--- src/sv/sjk_pkg.sv ---
// ----------------------------------------------------------------------------
// sjk_pkg
// Types, tables and helper functions for the Shift_JIS half-width kana core.
// ----------------------------------------------------------------------------
package sjk_pkg;

  localparam int unsigned FifoDepth = 4;
  localparam int unsigned PtrW      = $clog2(FifoDepth);
  localparam int unsigned CntW      = $clog2(FifoDepth + 1);

  localparam logic [7:0] LeadKana  = 8'h83;
  localparam logic [7:0] LeadPunct = 8'h81;
  localparam logic [7:0] KanaLo    = 8'h40;
  localparam logic [7:0] KanaHi    = 8'h96;
  localparam logic [7:0] PunctLo   = 8'h41;
  localparam logic [7:0] PunctHi   = 8'h4b;
  localparam logic [7:0] TrailOpen = 8'h75;
  localparam logic [7:0] TrailClose = 8'h76;
  localparam logic [7:0] TrailDash = 8'h5b;
  localparam logic [7:0] HalfOpen  = 8'ha2;
  localparam logic [7:0] HalfClose = 8'ha3;
  localparam logic [7:0] HalfDash  = 8'h2d;

  localparam logic [15:0] KanaMap [87] = '{
    16'ha700, 16'hb100, 16'ha800, 16'hb200, 16'ha900, 16'hb300, 16'haa00, 16'hb400,
    16'hab00, 16'hb500, 16'hb600, 16'hb6de, 16'hb700, 16'hb7de, 16'hb800, 16'hb8de,
    16'hb900, 16'hb9de, 16'hba00, 16'hbade, 16'hbb00, 16'hbbde, 16'hbc00, 16'hbcde,
    16'hbd00, 16'hbdde, 16'hbe00, 16'hbede, 16'hbf00, 16'hbfde, 16'hc000, 16'hc0de,
    16'hc100, 16'hc1de, 16'haf00, 16'hc200, 16'hc2de, 16'hc300, 16'hc3de, 16'hc400,
    16'hc4de, 16'hc500, 16'hc600, 16'hc700, 16'hc800, 16'hc900, 16'hca00, 16'hcade,
    16'hcadf, 16'hcb00, 16'hcbde, 16'hcbdf, 16'hcc00, 16'hccde, 16'hccdf, 16'hcd00,
    16'hcdde, 16'hcddf, 16'hce00, 16'hcede, 16'hcedf, 16'hcf00, 16'hd000, 16'h0000,
    16'hd100, 16'hd200, 16'hd300, 16'hac00, 16'hd400, 16'had00, 16'hd500, 16'hae00,
    16'hd600, 16'hd700, 16'hd800, 16'hd900, 16'hda00, 16'hdb00, 16'h838e, 16'hdc00,
    16'h8390, 16'h8391, 16'ha600, 16'hdd00, 16'hb3de, 16'h8395, 16'h8396
  };

  localparam logic [7:0] PunctMap [11] = '{
    8'ha4, 8'ha1, 8'h2c, 8'h2e, 8'ha5, 8'h3a, 8'h3b, 8'h3f, 8'h21, 8'hde, 8'hdf
  };

  typedef struct packed {
    logic       two;
    logic [7:0] b0;
    logic [7:0] b1;
  } pair_t;

  typedef struct packed {
    logic [1:0] cnt;
    logic [7:0] b0;
    logic [7:0] b1;
    logic       last;
  } res_t;

  typedef struct packed {
    logic [7:0] data;
    logic       run_end;
    logic       stream_end;
  } ent_t;

  typedef struct packed {
    logic            ready;
    logic [CntW-1:0] level;
  } fifo_sts_t;

  function automatic logic is_lead(input logic [7:0] b);
    is_lead = (b >= 8'h81 && b <= 8'h9f) || (b >= 8'he0 && b <= 8'hfc);
  endfunction

  function automatic pair_t map_pair(input logic [7:0] lead, input logic [7:0] trail);
    pair_t       p;
    logic [15:0] e;
    logic [7:0]  kofs;
    logic [7:0]  pofs;
    p    = '{two: 1'b1, b0: lead, b1: trail};
    kofs = trail - KanaLo;
    pofs = trail - PunctLo;
    e    = '0;
    if (lead == LeadKana && trail >= KanaLo && trail <= KanaHi) begin
      e = KanaMap[kofs[6:0]];
      if (e != 16'h0000) begin
        p.b0  = e[15:8];
        p.b1  = e[7:0];
        p.two = (e[7:0] != 8'h00);
      end
    end else if (lead == LeadPunct) begin
      if (trail >= PunctLo && trail <= PunctHi) begin
        p.b0  = PunctMap[pofs[3:0]];
        p.two = 1'b0;
      end else if (trail == TrailOpen) begin
        p.b0  = HalfOpen;
        p.two = 1'b0;
      end else if (trail == TrailClose) begin
        p.b0  = HalfClose;
        p.two = 1'b0;
      end else if (trail == TrailDash) begin
        p.b0  = HalfDash;
        p.two = 1'b0;
      end
    end
    map_pair = p;
  endfunction

endpackage

--- src/sv/sjk_in_if.sv ---
// ----------------------------------------------------------------------------
// sjk_in_if
// Input byte channel with valid/ready handshake.
// ----------------------------------------------------------------------------
interface sjk_in_if;
  logic       valid;
  logic       ready;
  logic [7:0] in_byte;
  logic       in_last;

  modport source (output valid, output in_byte, output in_last, input ready);
  modport sink   (input valid, input in_byte, input in_last, output ready);
endinterface

--- src/sv/sjk_out_if.sv ---
// ----------------------------------------------------------------------------
// sjk_out_if
// Output byte channel with valid/ready handshake.
// ----------------------------------------------------------------------------
interface sjk_out_if;
  logic       valid;
  logic       ready;
  logic [7:0] out_byte;
  logic       run_end;
  logic       stream_end;

  modport source (output valid, output out_byte, output run_end, output stream_end,
                  input ready);
  modport sink   (input valid, input out_byte, input run_end, input stream_end,
                  output ready);
endinterface

--- src/sv/sjk_mapper.sv ---
// ----------------------------------------------------------------------------
// sjk_mapper
// Holds a pending lead byte and maps each accepted beat to zero, one or two
// result bytes.
// ----------------------------------------------------------------------------
module sjk_mapper (
  input  logic          clk_i,
  input  logic          rst_ni,
  input  logic          enable_i,
  input  logic          accept_i,
  input  logic [7:0]    byte_i,
  input  logic          last_i,
  output sjk_pkg::res_t res_o,
  output logic          pending_o
);
  import sjk_pkg::*;

  logic       pend_d, pend_q;
  logic [7:0] held_d, held_q;
  pair_t      pr;

  always_comb begin
    res_o  = '0;
    pend_d = pend_q;
    held_d = held_q;
    pr     = '{two: 1'b1, b0: held_q, b1: byte_i};
    if (accept_i) begin
      res_o.last = last_i;
      if (pend_q) begin
        if (enable_i) begin
          pr = map_pair(held_q, byte_i);
        end
        res_o.cnt = pr.two ? 2'd2 : 2'd1;
        res_o.b0  = pr.b0;
        res_o.b1  = pr.b1;
        pend_d    = 1'b0;
        held_d    = '0;
      end else if (enable_i && is_lead(byte_i) && !last_i) begin
        pend_d = 1'b1;
        held_d = byte_i;
      end else begin
        res_o.cnt = 2'd1;
        res_o.b0  = byte_i;
      end
      if (last_i) begin
        pend_d = 1'b0;
        held_d = '0;
      end
    end
  end

  always_ff @(posedge clk_i or negedge rst_ni) begin
    if (!rst_ni) begin
      pend_q <= 1'b0;
      held_q <= '0;
    end else begin
      pend_q <= pend_d;
      held_q <= held_d;
    end
  end

  assign pending_o = pend_q;

endmodule

--- src/sv/sjk_ofifo.sv ---
// ----------------------------------------------------------------------------
// sjk_ofifo
// Small result queue: takes up to two bytes per cycle, sends one per cycle while out_o.ready is high.
// ----------------------------------------------------------------------------
module sjk_ofifo (
  input  logic              clk_i,
  input  logic              rst_ni,
  input  sjk_pkg::res_t     res_i,
  output sjk_pkg::fifo_sts_t sts_o,
  sjk_out_if.source         out_o
);
  import sjk_pkg::*;

  ent_t            mem_q [FifoDepth];
  logic [PtrW-1:0] wr_ptr_d, wr_ptr_q;
  logic [PtrW-1:0] rd_ptr_d, rd_ptr_q;
  logic [CntW-1:0] cnt_d, cnt_q;
  logic [PtrW-1:0] wr_ptr_nx;
  logic            pop;

  assign pop       = out_o.valid && out_o.ready;
  assign wr_ptr_nx = wr_ptr_q + 1'b1;

  always_comb begin
    wr_ptr_d = wr_ptr_q + PtrW'(res_i.cnt);
    rd_ptr_d = rd_ptr_q + PtrW'(pop);
    cnt_d    = cnt_q + CntW'(res_i.cnt) - CntW'(pop);
  end

  always_ff @(posedge clk_i) begin
    if (res_i.cnt == 2'd1) begin
      mem_q[wr_ptr_q] <= '{data: res_i.b0, run_end: 1'b1, stream_end: res_i.last};
    end else if (res_i.cnt == 2'd2) begin
      mem_q[wr_ptr_q]  <= '{data: res_i.b0, run_end: 1'b0, stream_end: 1'b0};
      mem_q[wr_ptr_nx] <= '{data: res_i.b1, run_end: 1'b1, stream_end: res_i.last};
    end
  end

  always_ff @(posedge clk_i or negedge rst_ni) begin
    if (!rst_ni) begin
      wr_ptr_q <= '0;
      rd_ptr_q <= '0;
      cnt_q    <= '0;
    end else begin
      wr_ptr_q <= wr_ptr_d;
      rd_ptr_q <= rd_ptr_d;
      cnt_q    <= cnt_d;
    end
  end

  assign out_o.valid      = (cnt_q != '0);
  assign out_o.out_byte   = mem_q[rd_ptr_q].data;
  assign out_o.run_end    = mem_q[rd_ptr_q].run_end;
  assign out_o.stream_end = mem_q[rd_ptr_q].stream_end;

  assign sts_o.ready = (cnt_q <= CntW'(FifoDepth - 2));
  assign sts_o.level = cnt_q;

endmodule

--- src/sv/sjis_fullwidth_to_halfwidth_kana_core.sv ---
// ----------------------------------------------------------------------------
// sjis_fullwidth_to_halfwidth_kana_core
// Converts full-width Shift_JIS katakana and punctuation to half-width bytes.
//
// Bytes enter on in_i, one per beat, with in_last marking the end of a text.
// Converted bytes leave on out_o, one per beat; run_end flags the last byte
// caused by an input beat and stream_end the final byte of the text.
// With conversion on, a non-last lead byte waits one beat and makes no output.
// The result bytes of an accepted input beat are registered in the result
// queue and reach out_o behind any bytes that are still waiting there.
// Throughput is one input beat per cycle; the output side sends one byte per
// cycle from a four-entry result queue, and in_i.ready is low while that queue
// holds more than two bytes.
// A stalled receiver fills the queue and then back-pressures in_i.
// Reset empties the queue, drops any held lead byte and clears
// convert_enable, so every byte passes through until it is written.
// ----------------------------------------------------------------------------
module sjis_fullwidth_to_halfwidth_kana_core (
  input  logic      clk_i,
  input  logic      rst_ni,
  input  logic      cfg_we_i,
  input  logic      cfg_wdata_i,
  sjk_in_if.sink    in_i,
  sjk_out_if.source out_o
);
  import sjk_pkg::*;

  logic      enable_q;
  logic      accept;
  logic      pending;
  res_t      res;
  fifo_sts_t sts;

  always_ff @(posedge clk_i or negedge rst_ni) begin
    if (!rst_ni) begin
      enable_q <= 1'b0;
    end else if (cfg_we_i) begin
      enable_q <= cfg_wdata_i;
    end
  end

  assign in_i.ready = sts.ready;
  assign accept     = in_i.valid && in_i.ready;

  sjk_mapper u_mapper (
    .clk_i     (clk_i),
    .rst_ni    (rst_ni),
    .enable_i  (enable_q),
    .accept_i  (accept),
    .byte_i    (in_i.in_byte),
    .last_i    (in_i.in_last),
    .res_o     (res),
    .pending_o (pending)
  );

  sjk_ofifo u_ofifo (
    .clk_i  (clk_i),
    .rst_ni (rst_ni),
    .res_i  (res),
    .sts_o  (sts),
    .out_o  (out_o)
  );

  a_level_bound : assert property (@(posedge clk_i) disable iff (!rst_ni)
    sts.level <= CntW'(FifoDepth))
    else $error("result queue overflow");

  a_last_clears_hold : assert property (@(posedge clk_i) disable iff (!rst_ni)
    (accept && in_i.in_last) |=> !pending)
    else $error("lead byte still held after end of stream");

  a_stream_end_run_end : assert property (@(posedge clk_i) disable iff (!rst_ni)
    (out_o.valid && out_o.stream_end) |-> out_o.run_end)
    else $error("stream_end without run_end");

  a_hold_no_output : assert property (@(posedge clk_i) disable iff (!rst_ni)
    (accept && !pending && $rose(pending) == 1'b0 && res.cnt == 2'd0) |=> pending)
    else $error("accepted beat produced neither output nor hold");

endmodule

--- src/flat_wrapper.sv ---
// flat-port wrapper written by rule: the top's interface ports become plain ports
module sjis_fullwidth_to_halfwidth_kana_core_flat import sjk_pkg::*;
  (clk_i, rst_ni, cfg_we_i, cfg_wdata_i, in_i_valid, in_i_in_byte, in_i_in_last, in_i_ready, out_o_valid, out_o_out_byte, out_o_run_end, out_o_stream_end, out_o_ready);
  sjk_in_if in_i_i ();
  sjk_out_if out_o_i ();
  input  logic clk_i;
  input  logic rst_ni;
  input  logic cfg_we_i;
  input  logic cfg_wdata_i;
  input wire logic [$bits(in_i_i.valid)-1:0] in_i_valid;
  input wire logic [$bits(in_i_i.in_byte)-1:0] in_i_in_byte;
  input wire logic [$bits(in_i_i.in_last)-1:0] in_i_in_last;
  output wire logic [$bits(in_i_i.ready)-1:0] in_i_ready;
  output wire logic [$bits(out_o_i.valid)-1:0] out_o_valid;
  output wire logic [$bits(out_o_i.out_byte)-1:0] out_o_out_byte;
  output wire logic [$bits(out_o_i.run_end)-1:0] out_o_run_end;
  output wire logic [$bits(out_o_i.stream_end)-1:0] out_o_stream_end;
  input wire logic [$bits(out_o_i.ready)-1:0] out_o_ready;
  assign in_i_i.valid = in_i_valid;
  assign in_i_i.in_byte = in_i_in_byte;
  assign in_i_i.in_last = in_i_in_last;
  assign in_i_ready = in_i_i.ready;
  assign out_o_valid = out_o_i.valid;
  assign out_o_out_byte = out_o_i.out_byte;
  assign out_o_run_end = out_o_i.run_end;
  assign out_o_stream_end = out_o_i.stream_end;
  assign out_o_i.ready = out_o_ready;
  sjis_fullwidth_to_halfwidth_kana_core u_core (.clk_i(clk_i), .rst_ni(rst_ni), .cfg_we_i(cfg_we_i), .cfg_wdata_i(cfg_wdata_i), .in_i(in_i_i), .out_o(out_o_i));
endmodule
--- config.mk ---
export PLATFORM = sky130hd
export DESIGN_NAME = sjis_fullwidth_to_halfwidth_kana_core_flat
export DESIGN_NICKNAME = d
export VERILOG_FILES = /design/src/sv/sjk_pkg.sv /design/src/sv/sjk_in_if.sv /design/src/sv/sjk_out_if.sv /design/src/sv/sjk_mapper.sv /design/src/sv/sjk_ofifo.sv /design/src/sv/sjis_fullwidth_to_halfwidth_kana_core.sv /design/src/flat_wrapper.sv
export SDC_FILE = /design/constraint.sdc
export NUM_CORES = 1
export LEC_CHECK = 0
export BUFFER_PORTS_ARGS = -buffer_cell sky130_fd_sc_hd__buf_2
export CAP_MARGIN = 10
export CORE_ASPECT_RATIO = 0.75
export CORE_MARGIN = 2
export CORE_UTILIZATION = 35
export CTS_CLUSTER_DIAMETER = 200
export CTS_CLUSTER_SIZE = 40
export DETAILED_ROUTE_END_ITERATION = 6
export PLACE_DENSITY = 0.62
export SLEW_MARGIN = 20
export SYNTH_ARGS = -nofsm -noshare
export SYNTH_HDL_FRONTEND = slang
export SYNTH_SLANG_ARGS = --single-unit
--- constraint.sdc ---
create_clock -name clk_i -period 2.9 [get_ports clk_i]
set_input_delay 0.145 -clock clk_i [delete_from_list [all_inputs] [get_ports clk_i]]
set_output_delay 0.145 -clock clk_i [all_outputs]
set_load 0.01 [all_outputs]
# == Yosys cells after proc, flatten, opt, wreduce, memory -nomap -nowiden ==
# Memories as Yosys holds them, arrays and structs flattened.
# Cells that the tools add are included.
# op_classes
n_eq_ne,7
add_sub_neg,7
bitwise_logic,3
muxes,32
n_reduce_logical,16
magnitude_cmp,11
# ops
cell,n
17-bit two-way mux,4
9-bit two-way mux,7
8-bit two-way mux,7
16-bit two-way mux,2
"8-bit by 7-bit equality test with 1-bit output, second input constant",3
"8-bit greater-or-equal comparator, second input constant",3
"8-bit <= comparator, second input constant",3
10-bit two-way mux,2
19-bit two-way mux,1
"8-bit equality test, second input constant",2
"8-bit by 7-bit greater-or-equal comparator with 1-bit output, second input constant",2
16-bit nonzero test,1
1-bit logical AND,9
"8-bit by 7-bit <= comparator with 1-bit output, second input constant",1
1-bit two-way mux,8
7-bit inverter with 8-bit output,1
8-bit nonzero test,1
"7-bit subtractor, second input constant",1
3-bit nonzero test,2
"5-bit greater-or-equal comparator, second input constant",1
4-bit inverter with 5-bit output,1
"4-bit by 1-bit subtractor with 4-bit output, second input constant",1
3-bit by 2-bit adder with 3-bit output,1
"3-bit by 2-bit <= comparator with 1-bit output, second input constant",1
other kinds (11),11
# word_totals
mem_count,3
regBits,17
mem_bits_rw,40
mem_bits_ro,2176
output_inout_bits,12
elab_cells,85
# mem_list
name,words,width,read_ports,rd_ports_with_merged_regs,wr,line,text
(no name shown),128,16,1,0,0,sjk_pkg.sv:80,e = KanaMap[kofs[6:0]];
(no name shown),16,8,1,0,0,sjk_pkg.sv:88,p.b0 = PunctMap[pofs[3:0]];
u_core.u_ofifo.mem_q,4,10,1,0,2,sjk_ofifo.sv:14,ent_t mem_q [FifoDepth];

# == Depth between registers and ports, before layout ==
# Gate-level depths: netlist (run 1).
# depth
ltp_word,19
depth_mapped,18
mapped_depth_nobuf,17

# == Modules after synthesis ==
# Synthesis (run 1) repeated with hierarchy kept, for this count alone.
# hier_totals
cells_unflattened,532
hier_area_um2,4709.5
# by_module_without_submodules
mod,cells_per_inst,area_each_um2,n_inst
sjk_ofifo,186,2356.0,1
sjk_mapper,343,2307.2,1
sjis_fullwidth_to_halfwidth_kana_core,3,46.3,1

# == Worst setup path after synthesis (run 1) ==
# OpenSTA, ideal clock, no wires.
# synth_timing
kind,input-to-reg
from,in in_i_in_byte[1]
to,"mem u_core.u_ofifo.mem_q[1][0] (netlist name), enable pin"
required_time_ns,2.526
arrival_ns,3.602
path_stages,15
setup_ns,0.374
path_buffers,3
setup_slack_ns,-1.076
path_cell_list,clkbuf_1 > inv_1 > ha_1 > buf_2 > inv_2 > mux4_2 > a211oi_1 > nand2_2 > nor3_2 > nor3b_1 > nor2_1 > ha_1 > clkbuf_1 > a21oi_1 > nor2_1
# synth_rtl
item,line,text
from (decl),flat_wrapper.sv:11,input wire logic [$bits(in_i_i.in_byte)-1:0] in_i_in_byte;
to (decl),sjk_ofifo.sv:14,

==> metrics.txt, run 1 <==
outcome finished clean; HP Class input pin to register; share of cells above drive strength 1 0.3819; worst reg-to-reg path cell count 11; Synth area leaders edfxtp_1, dfrtp_1, ha_1, mux4_2, a21oi_1; Peak Freq 350.3 MHz; met2 Resource Use GR 0.3429; # diodes 0; latest clock arrival within the worst-skew pair 0.33 ns; layout net count 740; count leader, synth nor2_1; final core utilization 0.5016; I/O Buffers 26; final non-filler cell total 882; Area growth, synth to finish 39.18%; Worst Setup Slack post-DPL -0.4229 ns; Clock Tree Buf Depth 2; DR vias/cell roughly 5.8; Root Buffer clkbuf_16; Gate Count Post-Synth 565; Die Outline Area 15230 sq um; Netlist cell types 92; R2R Setup Slk 0.05 ns; Clk pin slew, worst setup/hold paths 0.05 ns; vias in the first global route between 4000 and 5000; Final Critical Period 2.855 ns; # DRC 0; die height 107.4 microns; Post-synth EDFFs 36; Starting Density 0.3604; total grt overflow 0; setup TNS 0 ns; Cell Area, Placed 6424 sq um; Startpoint Class register; core area 13840 sq um; initial antenna violation count 0; VDD IR max 0.5146 mV; grt met1 use 0.3381; Std-Cell Rows 37; CTS tree built; busiest grt layer met2; Post-synth ARST share 0.2982; CP required roughly 3 ns; vias 5150; Worst Hold Slack 0.02906 ns; Antenna Nets Post-Route 0; share of the synthesized area in the top cell type 0.2167; Syn Area/Cell 8.829 sq um; Hold Crit Depth 2; num ports 27; Finish-stage setup viols 0; Final Cell Area 6943 sq um; first-pass GRT wire length 27000 microns; Slew Viols, Final 0; 1st-pass router iterations 5; hold wc startpoint cfg_we_i; Slew @ Worst Pin 0.7478 ns; Max Cap Viol 0; Crit Path Category register to register; PD cells 595.9 nW/um^2; clock sink count 57; DRT iter0 DRCs 505; min setup slack post-route between 0.04 and 0.05 ns; Seq/Total Area, Yosys 0.3180; hpwl dp about 13000 microns; synthesis warning total 0; Tot Pwr 4.138 mW; H-tree Lvls 3; critical path startpoint u_core.u_mapper.held_q[6]$_DFFE_PN0P_; Overall Global Routing Usage 0.2317; DR WL/cell between 15 and 20 microns; Main synth FF type edfxtp_1; CP Max Fanout 7; RD Place Congestion 0.9548; met3 GRT Util 0.05694; syn nets 603; largest net degree at the start of global routing 18; post-synthesis cell area 4989 sq um; Clock Skews 0.005297 ns; Yosys top cell by area edfxtp_1; top post-synthesis cells by count nor2_1, nand2_1, inv_1, a21oi_1, edfxtp_1; Seq cells post-synth 57; Final Hold Vio Count 0; Cells after DPL 860; DRT Wirelength 17040 microns; CTS Buf Count 9; die extent in x 141.9 microns; Crit. End Element register; P_leak roughly 2.8 nW; Reg2Reg Launch Point u_core.u_mapper.held_q[6]$_DFFE_PN0P_; CP arrival 3.02 ns; Max transition margin 0.5014; period utilisation layout 0.9844
[where the power goes]
part / internal, mW / switching [mW] / total, mW
combinational: 0.815 / 0.929 / 1.74
sequential: 1.09 / 0.283 / 1.37
clock: 0.659 / 0.365 / 1.02
[placed cells by master (no fill, tap or decap), types with 9 or more instances in the layout]
cell type / instances
nor2_1: 43
buf_4: 133
nand2b_1: 15
edfxtp_1: 36
a21oi_1: 35
buf_2: 24
inv_1: 30
dfrtp_1: 17
nand3_1: 24
clkbuf_16: 9
a211o_1: 9
o21ai_0: 28
mux2i_1: 12
o22ai_1: 23
mux4_2: 12
ha_1: 14
nand2_1: 32
[timing repair]
| item | in CTS | in global routing |
|---|---|---|
| resized for setup | 3 | 30 |
| pin swaps | 1 | 15 |
| hold buffers | 1 | 0 |
| cloned | 0 | 0 |
| buffers inserted | 0 | 5 |
| hold endpoints to repair | 17 | 0 |
| endpoints found under the setup margin | 24 | 77 |
[cell type report]
type                    count  area [sq um]
clock buffers              10         229.0
well taps                 175         219.0
inverters                  41         171.4
clock inverters             6         57.56
repair buffers            164          1231
flip-flops and latches     57          1587
multi-input cells         429          3448
fillers                  1246          6899
[layer usage]
metal / share of wire / vias to the layer above
met1: 0.47 / 2481
li1: - / 2422
met4: 0.015 / 0
met3: 0.078 / 26
met2: 0.43 / 221
met5: 0 / -
[kinds of logic (layout without fill, tap and decap cells)]
group,count (synthesis),in the layout,synth area share
buffers and inverters,79,221,0.06672
AOI/OAI and AO/OA,184,184,0.2609
DFF,57,57,0.3180
muxes,28,28,0.08703
adders and majority gates,23,23,0.05919
xor gates and xnor gates,9,9,0.01580
and+or+nand+nor,185,185,0.1924
[final timing paths]
path,endpoint
min in group asynchronous,u_core.u_ofifo.cnt_q[1]$_DFF_PN0_
worst max-delay path,u_core.u_ofifo.mem_q[0][0]$_DFFE_PP_
max in group asynchronous,u_core.u_ofifo.wr_ptr_q[0]$_DFF_PN0_
worst min register to register,u_core.u_ofifo.cnt_q[2]$_DFF_PN0_
worst max register to register,u_core.u_ofifo.mem_q[0][0]$_DFFE_PP_
worst min-delay path,u_core.enable_q$_DFFE_PN0P_
[critical path, stage by stage (launching register included)]
cell     delay (ns)
dfrtp_1        0.38
nor4b_2        0.32
nand4_1        0.22
a21oi_1        0.24
and3_1         0.22
nor3b_4        0.22
nor2_2         0.07
ha_4           0.18
buf_4          0.17
buf_4          0.15
or2_2          0.31
a21oi_1        0.20
[registers in the layout, indices dropped and copies added, names as in the netlist]
signal                     count
u_core.u_ofifo.wr_ptr_q        2
u_core.u_ofifo.mem_q          40
u_core.u_ofifo.cnt_q           3
u_core.u_ofifo.rd_ptr_q        2
u_core.enable_q                1
u_core.u_mapper.held_q         8
u_core.u_mapper.pending_o      1
No activity file was read; power rests on OpenSTA's default activity.
==> run 2: changes to the inputs <==
==> constraint.sdc (replaced) <==
create_clock -name clk_i -period 2.9 [get_ports clk_i]
set_input_delay 0.145 -clock clk_i [delete_from_list [all_inputs] [get_ports clk_i]]
set_output_delay 0.145 -clock clk_i [all_outputs]
set_load 0.05 [all_outputs]
==> metrics.txt, run 2 (synthesized netlist as in run 1, its figures left out) <==
Max Cap Viol 0 (unchanged); Worst Setup Slack post-DPL -0.4678 ns (-0.04490 ns); Hold Path Sink u_core.enable_q$_DFFE_PN0P_; die extent in x 141.9 microns (unchanged); Biggest register u_core.u_ofifo.mem_q; Hold Crit Depth 2 (unchanged); Overall Global Routing Usage 0.2397 (+0.007934); R2R Setup Slk 0.06 ns (about the same); Area growth, synth to finish 44.67%; initial antenna violation count 0 (unchanged); min setup slack post-route 0.01164 ns (-0.03346 ns); DR vias/cell 5.882 (+0.74%); Crit. End Element register; Antenna Nets Post-Route 0 (unchanged); VDD IR max 0.4857 mV (-5.6%); Final Critical Period 2.888 ns (+0.03346 ns); PD cells 654.7 nW/um^2 (+9.9%); vias 5282 (+2.6%); CTS tree built; H-tree Lvls 3 (unchanged); Cell Area, Placed 6513 sq um (+1.4%); largest net degree at the start of global routing 21 (+3); worst reg-to-reg path cell count 13 (+2); CP required 2.96 ns (-0.11 ns); crit-path cells buf_12, inv_8, ha_4, inv_2, mux4_2, a211oi_2, nand2_4, o31ai_4, o21a_2, ha_4, nor2_4, a21oi_4, nor2_4, clkbuf_16; most common cell after layout, fill and taps aside buf_4; period utilisation layout 0.9960 (+0.01154); Slew Viols, Final 0 (unchanged); # DRC 0 (unchanged); max reg flops 40 (unchanged); unrepaired setup endpoints after global routing true; Worst Hold Slack 0.02068 ns (-0.008383 ns); Startpoint Class input pin; Root Buffer clkbuf_16; 1st-pass router iterations 5 (unchanged); Slew @ Worst Pin 0.7445 ns (-0.003374 ns); latest clock arrival within the worst-skew pair 0.34 ns (about the same); # diodes 0 (unchanged); outcome finished clean; first-pass GRT wire length 28130 microns (+4.2%); Starting Density 0.3604 (unchanged); hpwl dp 13440 microns (+1.6%); DRT Wirelength 17780 microns (+4.3%); Peak Freq 346.2 MHz (-1.2%); share of cells above drive strength 1 0.4080 (+0.02613); max incr delay on CP 0.54 ns (+0.16 ns); P_leak 2.909 nW (+4.3%); Finish-stage setup viols 0 (unchanged); hold wc startpoint cfg_we_i; layout net count 756 (+2.2%); Max transition margin 0.5037 (+0.002250); num ports 27 (unchanged); CP Max Fanout 6 (-1); Clock Tree Buf Depth 2 (unchanged); vias in the first global route 5101 (+2.4%); I/O Buffers 26 (unchanged); Final Hold Vio Count 0 (unchanged); total grt overflow 0 (unchanged); Final Cell Area 7217 sq um (+3.9%); CTS Buf Count 9 (unchanged); Clock Skews 0.004969 ns (-0.0003283 ns); reg-to-reg endpoint u_core.u_ofifo.mem_q[1][8]$_DFFE_PP_; Die Outline Area 15230 sq um (unchanged); Clk pin slew, worst setup/hold paths 0.06 ns (about the same); biggest regs u_core.u_ofifo.mem_q (40), u_core.u_mapper.held_q (8), u_core.u_ofifo.cnt_q (3); RD Place Congestion 0.9224 (-3.4%); final core utilization 0.5214 (+0.01980); CP arrival 2.95 ns (-0.07 ns); DRT iter0 DRCs 551 (+9.1%); most frequent cells in the layout buf_4, nor2_1, edfxtp_1; Std-Cell Rows 37 (unchanged); clock sink count 57 (unchanged); HP Class input pin to register; DR WL/cell 19.80 microns (+2.5%); core area 13840 sq um (unchanged); die height 107.4 microns (unchanged); CP max stage cell mux4_2; Crit Path Category input pin to register; Reg2Reg Launch Point u_core.u_mapper.held_q[5]$_DFFE_PN0P_
run 2: stage by stage:
step / total power, mW / std cells / setup TNS, ns
floorplan: 2.740 / 565 / -2.979
global placement: 3.323 / 868 / -24.68
detailed placement: 3.391 / 868 / -28.80
CTS: 4.628 / 889 / 0
global route: 4.992 / 898 / -0.9766
finish: 4.725 / 898 / 0
run 2: worst max-delay path by stage:
stage          slack, ns                                   end  cells past startpoint       startpoint
4_1_cts             0.02     u_core.u_ofifo.cnt_q[2]$_DFF_PN0_                     15  in_i_in_byte[0]
3_5_place_dp       -0.47  u_core.u_ofifo.mem_q[1][4]$_DFFE_PP_                     13  in_i_in_byte[1]
5_1_grt            -0.07  u_core.u_ofifo.mem_q[3][0]$_DFFE_PP_                     16  in_i_in_byte[1]
3_3_place_gp       -0.40  u_core.u_ofifo.mem_q[3][2]$_DFFE_PP_                     13  in_i_in_byte[1]
6_report            0.01  u_core.u_ofifo.mem_q[1][8]$_DFFE_PP_                     14  in_i_in_byte[1]
2_1_floorplan      -0.13  u_core.u_ofifo.mem_q[3][0]$_DFFE_PP_                     15  in_i_in_byte[1]
run 2: layer usage:
metal  share of wire  vias up  GRT usage
li1                -     2452          -
met2            0.44      189     0.3551
met3           0.074       24    0.04004
met4           0.014        0    0.05929
met5               0        -          0
met1            0.47     2617     0.3618
run 2: timing repair:
| item | 4_1_cts | 5_1_grt |
|---|---|---|
| hold buffers | 1 | 0 |
| hold endpoints to repair | 17 | 0 |
| endpoints found under the setup margin | 42 | 75 |
| gates cloned | 0 | 1 |
| buffers inserted | 4 | 9 |
| resized for setup | 8 | 38 |
| pin swaps | 6 | 13 |
run 2: power by group:
part / internal, mW / switching (mW)
clock: 0.760 / 0.411
combinational: 0.876 / 1.30
sequential: 1.09 / 0.289
total: 2.72 / 2.00
run 2: cell type report:
type / instances / area [sq um]
Clock buffer: 9 / 225.2
Fill cell: 1237 / 6625
Inverter: 41 / 173.9
Sequential cell: 57 / 1587
Tap cell: 175 / 219.0
Timing Repair Buffer: 180 / 1429
Clock inverter: 7 / 103.9
Multi-Input combinational cell: 429 / 3480
run 2: worst max-delay path: cells and delay by family:
family                   cells  cell delay [ns]
AO/OA/AOI/OAI                4             0.89
adder cells (fa/ha/maj)      2             0.54
multiplexers                 1             0.54
AND/OR/NAND/NOR              3             0.45
buffers and inverters        4             0.36
